`config.mk`:
```
export PLATFORM = sky130hd
export DESIGN_NAME = length_prefixed_section_splitter_unit
export DESIGN_NICKNAME = d
export VERILOG_FILES = /design/src/rtl/lpss_pkg.sv /design/src/rtl/length_prefixed_section_splitter_unit.sv /design/src/rtl/lpss_core.sv
export SDC_FILE = /design/constraint.sdc
export NUM_CORES = 1
export LEC_CHECK = 0
export BUFFER_PORTS_ARGS = -buffer_cell sky130_fd_sc_hd__buf_2
export CORE_MARGIN = 2
export CORE_UTILIZATION = 53
export DETAILED_ROUTE_END_ITERATION = 8
export PLACE_DENSITY = 0.71
export SYNTH_ARGS = -nofsm -noshare
export SYNTH_HDL_FRONTEND = slang
export SYNTH_SLANG_ARGS = --single-unit
```
`constraint.sdc`:
```
create_clock -name clk -period 3.7 [get_ports clk]
set_input_delay 0.555 -clock clk [delete_from_list [all_inputs] [get_ports clk]]
set_output_delay 0.555 -clock clk [all_outputs]
set_load 0.02 [all_outputs]
```
`src/rtl/lpss_pkg.sv`:
```
package lpss_pkg;

  typedef enum logic [1:0] {
    PH_HEADER  = 2'd0,
    PH_LENGTH  = 2'd1,
    PH_PAYLOAD = 2'd2
  } phase_t;

  typedef enum logic [1:0] {
    KIND_PAYLOAD = 2'd0,
    KIND_EMPTY   = 2'd1,
    KIND_TRUNC   = 2'd2
  } kind_t;

  localparam logic [7:0] HDR_LEN2 = 8'hFF;
  localparam logic [7:0] HDR_LEN4 = 8'hFE;
  localparam logic [7:0] HDR_LEN8 = 8'hFD;

  localparam logic [3:0] LEN2_BYTES = 4'd2;
  localparam logic [3:0] LEN4_BYTES = 4'd4;
  localparam logic [3:0] LEN8_BYTES = 4'd8;

  localparam int unsigned LEN_W = 64;

  typedef struct packed {
    logic       emit;
    kind_t      kind;
    logic [7:0] payload_byte;
    logic       section_first;
    logic       section_last;
    logic       buffer_end;
  } result_t;

endpackage

```
`src/rtl/length_prefixed_section_splitter_unit.sv`:
```
// length prefixed section splitter
// input channel: one raw byte of the encoded buffer per word, with in_buffer_last
// on the buffer's final byte. a word is taken when in_valid is high and in_stall
// is low.
// result channel: zero or one word per input word, carrying out_kind (payload
// byte, empty section or buffer truncated), the payload byte with its first and
// last marks, and out_buffer_end. taken when out_valid is high and out_stall low.
// a result passes the input register, then the result register, and is offered
// from then on. throughput: one word per cycle while in_stall stays low, set by
// the single header/length/payload step between them.
// reset (synchronous, rst_n low): both channels empty, parser waits for a header.
// when the receiver stalls, the result register holds; the input register still
// drains words that give no result, and in_stall rises once a word is waiting
// behind a held result.
module length_prefixed_section_splitter_unit (
  input  logic       clk,
  input  logic       rst_n,
  input  logic       in_valid,
  output logic       in_stall,
  input  logic [7:0] in_byte,
  input  logic       in_buffer_last,
  output logic       out_valid,
  input  logic       out_stall,
  output logic [1:0] out_kind,
  output logic [7:0] out_payload_byte,
  output logic       out_section_first,
  output logic       out_section_last,
  output logic       out_buffer_end
);
  import lpss_pkg::*;

  logic       s1_valid_r;
  logic [7:0] s1_byte_r;
  logic       s1_last_r;

  result_t    res;
  result_t    out_r;
  logic       out_valid_r;
  logic       out_free;
  logic       advance;

  assign out_free = !out_valid_r || !out_stall;
  assign advance  = s1_valid_r && (out_free || !res.emit);
  assign in_stall = s1_valid_r && !advance;

  lpss_core u_core (
    .clk         (clk),
    .rst_n       (rst_n),
    .step        (advance),
    .in_byte     (s1_byte_r),
    .buffer_last (s1_last_r),
    .res         (res)
  );

  always_ff @(posedge clk) begin
    if (!rst_n) begin
      s1_valid_r <= 1'b0;
    end else if (!in_stall) begin
      s1_valid_r <= in_valid;
    end
  end

  always_ff @(posedge clk) begin
    if (!in_stall && in_valid) begin
      s1_byte_r <= in_byte;
      s1_last_r <= in_buffer_last;
    end
  end

  always_ff @(posedge clk) begin
    if (!rst_n) begin
      out_valid_r <= 1'b0;
    end else if (out_free) begin
      out_valid_r <= advance && res.emit;
    end
  end

  always_ff @(posedge clk) begin
    if (out_free) begin
      out_r <= res;
    end
  end

  assign out_valid         = out_valid_r;
  assign out_kind          = out_r.kind;
  assign out_payload_byte  = out_r.payload_byte;
  assign out_section_first = out_r.section_first;
  assign out_section_last  = out_r.section_last;
  assign out_buffer_end    = out_r.buffer_end;

  a_trunc_ends: assert property (@(posedge clk) disable iff (!rst_n)
    out_valid && out_kind == KIND_TRUNC |-> out_buffer_end)
    else $error("truncated result without buffer end");

  a_marks_payload: assert property (@(posedge clk) disable iff (!rst_n)
    out_valid && out_kind != KIND_PAYLOAD |->
      !out_section_first && !out_section_last && out_payload_byte == 8'd0)
    else $error("section marks on a non-payload result");

  a_no_drop: assert property (@(posedge clk) disable iff (!rst_n)
    advance && res.emit |=> out_valid)
    else $error("result lost between core and result register");

endmodule

```
`src/rtl/lpss_core.sv`:
```
module lpss_core (
  input  logic             clk,
  input  logic             rst_n,
  input  logic             step,
  input  logic [7:0]       in_byte,
  input  logic             buffer_last,
  output lpss_pkg::result_t res
);
  import lpss_pkg::*;

  phase_t           phase_r, phase_nxt;
  logic [3:0]       lbl_r, lbl_nxt;
  logic [LEN_W-1:0] left_r, left_nxt;
  logic             at_start_r, at_start_nxt;

  logic [LEN_W-1:0] shifted_len;
  logic [3:0]       lbl_dec;
  logic             closes;
  logic             is_ext_hdr;

  assign shifted_len = {left_r[LEN_W-9:0], in_byte};
  assign lbl_dec     = (lbl_r != 4'd0) ? lbl_r - 4'd1 : 4'd0;
  assign closes      = (left_r[LEN_W-1:1] == '0);
  assign is_ext_hdr  = in_byte inside {HDR_LEN2, HDR_LEN4, HDR_LEN8};

  // next state
  always_comb begin
    phase_nxt    = phase_r;
    lbl_nxt      = lbl_r;
    left_nxt     = left_r;
    at_start_nxt = at_start_r;
    case (phase_r)
      PH_PAYLOAD: begin
        if (closes || buffer_last) begin
          phase_nxt    = PH_HEADER;
          lbl_nxt      = 4'd0;
          left_nxt     = '0;
          at_start_nxt = 1'b1;
        end else begin
          left_nxt     = left_r - {{(LEN_W-1){1'b0}}, 1'b1};
          at_start_nxt = 1'b0;
        end
      end
      PH_LENGTH: begin
        if (lbl_dec != 4'd0 && !buffer_last) begin
          lbl_nxt  = lbl_dec;
          left_nxt = shifted_len;
        end else if (lbl_dec == 4'd0 && shifted_len != '0 && !buffer_last) begin
          phase_nxt    = PH_PAYLOAD;
          lbl_nxt      = 4'd0;
          left_nxt     = shifted_len;
          at_start_nxt = 1'b1;
        end else begin
          phase_nxt    = PH_HEADER;
          lbl_nxt      = 4'd0;
          left_nxt     = '0;
          at_start_nxt = 1'b1;
        end
      end
      default: begin
        if (buffer_last || in_byte == 8'd0) begin
          phase_nxt    = PH_HEADER;
          lbl_nxt      = 4'd0;
          left_nxt     = '0;
          at_start_nxt = 1'b1;
        end else if (is_ext_hdr) begin
          phase_nxt = PH_LENGTH;
          left_nxt  = '0;
          case (in_byte)
            HDR_LEN2: lbl_nxt = LEN2_BYTES;
            HDR_LEN4: lbl_nxt = LEN4_BYTES;
            default:  lbl_nxt = LEN8_BYTES;
          endcase
        end else begin
          phase_nxt    = PH_PAYLOAD;
          left_nxt     = {{(LEN_W-8){1'b0}}, in_byte};
          at_start_nxt = 1'b1;
        end
      end
    endcase
  end

  // outputs
  always_comb begin
    res = '0;
    res.kind = KIND_PAYLOAD;
    case (phase_r)
      PH_PAYLOAD: begin
        res.emit = 1'b1;
        if (!closes && buffer_last) begin
          res.kind       = KIND_TRUNC;
          res.buffer_end = 1'b1;
        end else begin
          res.payload_byte  = in_byte;
          res.section_first = at_start_r;
          res.section_last  = closes;
          res.buffer_end    = buffer_last;
        end
      end
      PH_LENGTH: begin
        if (lbl_dec == 4'd0 && shifted_len == '0) begin
          res.emit       = 1'b1;
          res.kind       = KIND_EMPTY;
          res.buffer_end = buffer_last;
        end else if (buffer_last) begin
          res.emit       = 1'b1;
          res.kind       = KIND_TRUNC;
          res.buffer_end = 1'b1;
        end
      end
      default: begin
        if (in_byte == 8'd0) begin
          res.emit       = 1'b1;
          res.kind       = KIND_EMPTY;
          res.buffer_end = buffer_last;
        end else if (buffer_last) begin
          res.emit       = 1'b1;
          res.kind       = KIND_TRUNC;
          res.buffer_end = 1'b1;
        end
      end
    endcase
  end

  always_ff @(posedge clk) begin
    if (!rst_n) begin
      phase_r    <= PH_HEADER;
      lbl_r      <= 4'd0;
      left_r     <= '0;
      at_start_r <= 1'b1;
    end else if (step) begin
      phase_r    <= phase_nxt;
      lbl_r      <= lbl_nxt;
      left_r     <= left_nxt;
      at_start_r <= at_start_nxt;
    end
  end

  a_idle_clean: assert property (@(posedge clk) disable iff (!rst_n)
    phase_r == PH_HEADER |-> at_start_r && lbl_r == 4'd0 && left_r == '0)
    else $error("idle state not cleared");

  a_length_count: assert property (@(posedge clk) disable iff (!rst_n)
    phase_r == PH_LENGTH |-> lbl_r != 4'd0)
    else $error("length phase with no length bytes left");

  a_payload_left: assert property (@(posedge clk) disable iff (!rst_n)
    phase_r == PH_PAYLOAD |-> left_r != '0)
    else $error("payload phase with zero bytes left");

endmodule
```
==> metrics <==
share of post-route cells with drive strength above 1 12.7%; DRT Pass-1 Iters 5; Final ANT Viol Nets 0; number of global-route vias before repair 4911; Via Count 5375; Row Count 36; Worst slew margin 25.4%; Setup-failing EPs final 0; area leader, netlist dfxtp_1; internal power 1610 uW; commonest non-fill, non-tap cell in the layout dfxtp_1; crit path launch u_core.left_r[40]$_SDFFE_PN0P_; first-pass GRT wire length 25400 microns; gr usage total 30.9%; die width 103 microns; post-synth cell types 63; reg2reg end u_core.left_r[58]$_SDFFE_PN0P_; Post-Syn Nets 644; Post-Synth Simple-Gate Area between 20% and 30%; R2R depth 8; fin crit period ~3500 ps; Critical Path AT around 3000 ps; Worst-Margin Slew 1110 ps; clock power share roughly 34%; CTS Root Cell clkbuf_8; sw frac 30.1%; post-synthesis mux area share 0%; largest net degree at the start of global routing 43; compound-cell area share of the yosys netlist between 20% and 30%; largest family of logic cells by synthesized area simple AND/OR/NAND/NOR gates; combinational share of power 18.0%; CP peak stage delay a little under 600 ps; CTS max path bufs 2; Max IR drop VDD 0.224 mV; Sum Neg Setup Slack 0 ps; Async S/R FF share, synth 0%; Reg clk slew, reported paths 110 ps; Core ar. 9680 sq um; cell breakdown of the critical path or4_4 -> or4_4 -> nor3_2 -> nand3_1 -> a21oi_1 -> nor2b_2 -> buf_2; # Post-CTS Setup Buffers 0; I/O pin total 28; Hold Path Class in2reg; Yosys reg bits 95; Post-synth EDFFs 22; FF-to-FF Start s1_byte_r[0]$_DFFE_PP_; die area 10700 sq um; fin. max-slew vios 0; drt total wl roughly 16000 microns; CTS tree yes; Leak Pwr 0.00217 uW; final hold vios 0; Port Buffer Count 27; R2R Setup Slk ~290 ps; HPWL Detailed approximately 11000 microns; Crit path required time roughly 3100 ps; critical path endpoint category output port; clk_lat worst skew between 300 and 400 ps; most frequent CP cell or4_4; top cell type's share of synthesized area 28.0%; cts bufs inserted 9; Worst Hold Depth 1; Synth Area in XOR/XNOR 1.01%; Initial Utilization 53.9%; largest cells by area after synthesis dfxtp_1 (28%), edfxtp_1 (13%), o21ai_0 (4.0%); Nets 678; setup repair after global routing missed its margin false; # hold bufs at CTS 0; Congestion Overflow GR 0; Mean Syn Cell Area 8.31 sq um; ANT cells 0; most frequent cells in the layout dfxtp_1 (73), nand2_1 (51), nor2_1 (45); Die Y between 100 and 150 microns; MaxCap Viol Count 0; Iteration-0 DRC Markers 597; initial antenna violation count 0; Clock Sinks 95; Psw 692 uW; DR vias/cell around 6.7; routed len/inst 20.0 microns; most used flip-flop cell after synthesis dfxtp_1; crit start category register; htree depth 3; period utilization 95.6%; Yosys Warn Count 0; Post-Synthesis Cells 628; Core Util, Final approximately 60%; final RePlAce weighted congestion 1.00; sequential share of power about half; Netlist Area Pre-Place 5220 sq um; FILL cells 858; CP Class reg2out; crit-path max FO 7; P&R area growth vs syn 11.7%; Worst Skew 24.1 ps; sequential share of the synthesized area 40.7%; CP max-delay cell or4_4; Max Fclk around 0.28 GHz; pwr/cell area roughly 400 nW/um^2; synthesized-area fraction occupied by adder cells 0.719%; end of the critical path in_stall; DRC Markers 0; status finished clean
==> worst min path at each step <==
stage,from,slack [ps],to
final,in_byte[1],330,s1_byte_r[1]$_DFFE_PP_
after global routing,in_byte[3],340,s1_byte_r[3]$_DFFE_PP_
after CTS,in_byte[1],330,s1_byte_r[1]$_DFFE_PP_
after detailed placement,u_core.left_r[60]$_SDFFE_PN0P_,450,u_core.left_r[60]$_SDFFE_PN0P_
after global placement,u_core.left_r[60]$_SDFFE_PN0P_,450,u_core.left_r[60]$_SDFFE_PN0P_
after floorplan,u_core.left_r[60]$_SDFFE_PN0P_,430,u_core.left_r[60]$_SDFFE_PN0P_
==> worst max-delay path, delay by kind of cell, from the launching register on <==
family / cells / cell delay, ps
and+or+nand+nor: 5 / 1790
DFF: 1 / 390
AOI/OAI and AO/OA: 1 / 240
buffers and inverters: 1 / 180
==> area by class of cell <==
cell class | count | area (sq um) | area share [%]
Tap cell | 133 | 166 | 2.85
Sequential cell | 95 | 2120 | 36.4
Clock buffer | 10 | 128 | 2.19
Inverter | 21 | 78.8 | 1.35
Clock inverter | 6 | 92.6 | 1.59
Multi-Input combinational cell | 481 | 2890 | 49.6
Timing Repair Buffer | 54 | 350 | 6.01
==> cells in the mapped netlist, drive strengths merged, types with 9 or more instances <==
cell,instances
o21ai,51
edfxtp,22
nand2,51
and2,14
o22ai,10
or3,13
a22oi,14
nor4,23
a21oi,40
clkbuf,17
buf,14
nor3,39
nand3,30
dfxtp,73
o311ai,11
inv,21
o2bb2ai,14
nand4,12
nor2,46
or4,9
a32oi,11
==> state kept, by name, summed over array words and instances, names as in the netlist <==
| register | cells |
|---|---|
| u_core.left_r | 64 |
| out_payload_byte | 8 |
| s1_byte_r | 8 |
| u_core.lbl_r | 4 |
| out_kind | 2 |
| u_core.phase_r | 2 |
| out_buffer_end | 1 |
| out_section_first | 1 |
| out_section_last | 1 |
| out_valid | 1 |
| s1_last_r | 1 |
| s1_valid_r | 1 |
| u_core.at_start_r | 1 |
==> power groups by stage <==
stage	sequential (uW)	combinational, uW	clock [uW]
floorplan	1140	248	0
global placement	1130	398	0
detailed placement	1130	402	0
CTS	1110	404	789
global route	1110	455	821
finish	1110	416	780
==> layer usage <==
layer | wire (microns) | share of wire, % | GRT usage, %
met3 | 1310 | 8.2 | 4.10
met4 | 436 | 2.7 | 14.3
met2 | 7260 | 45 | 46.0
met5 | 0 | 0 | 0
met1 | 6970 | 44 | 44.7
==> repair_timing <==
item / 4_1_cts / 5_1_grt
pin swaps: 0 / 0
cloned: 0 / 0
gates resized for setup: 1 / 2
setup endpoints to repair: 1 / 1
==> per-stage QoR <==
step	hold slack, ps	total power (uW)	setup WS [ps]	std cells	area (sq um)
CTS	328	2300	150	800	5820
detailed placement	454	1530	380	784	5600
global route	338	2390	35.4	800	5830
global placement	451	1530	405	784	5600
finish	328	2300	162	800	5830
floorplan	429	1390	602	628	5220
==> kinds of logic (layout without fill, tap and decap cells) <==
kind of cell,Yosys count,in the layout
flops,95,95
xor+xnor,6,6
fa+ha+maj,3,3
buf+inv,52,91
simple gates,269,269
compound gates,203,203
Power figures use the tool's default switching activity.
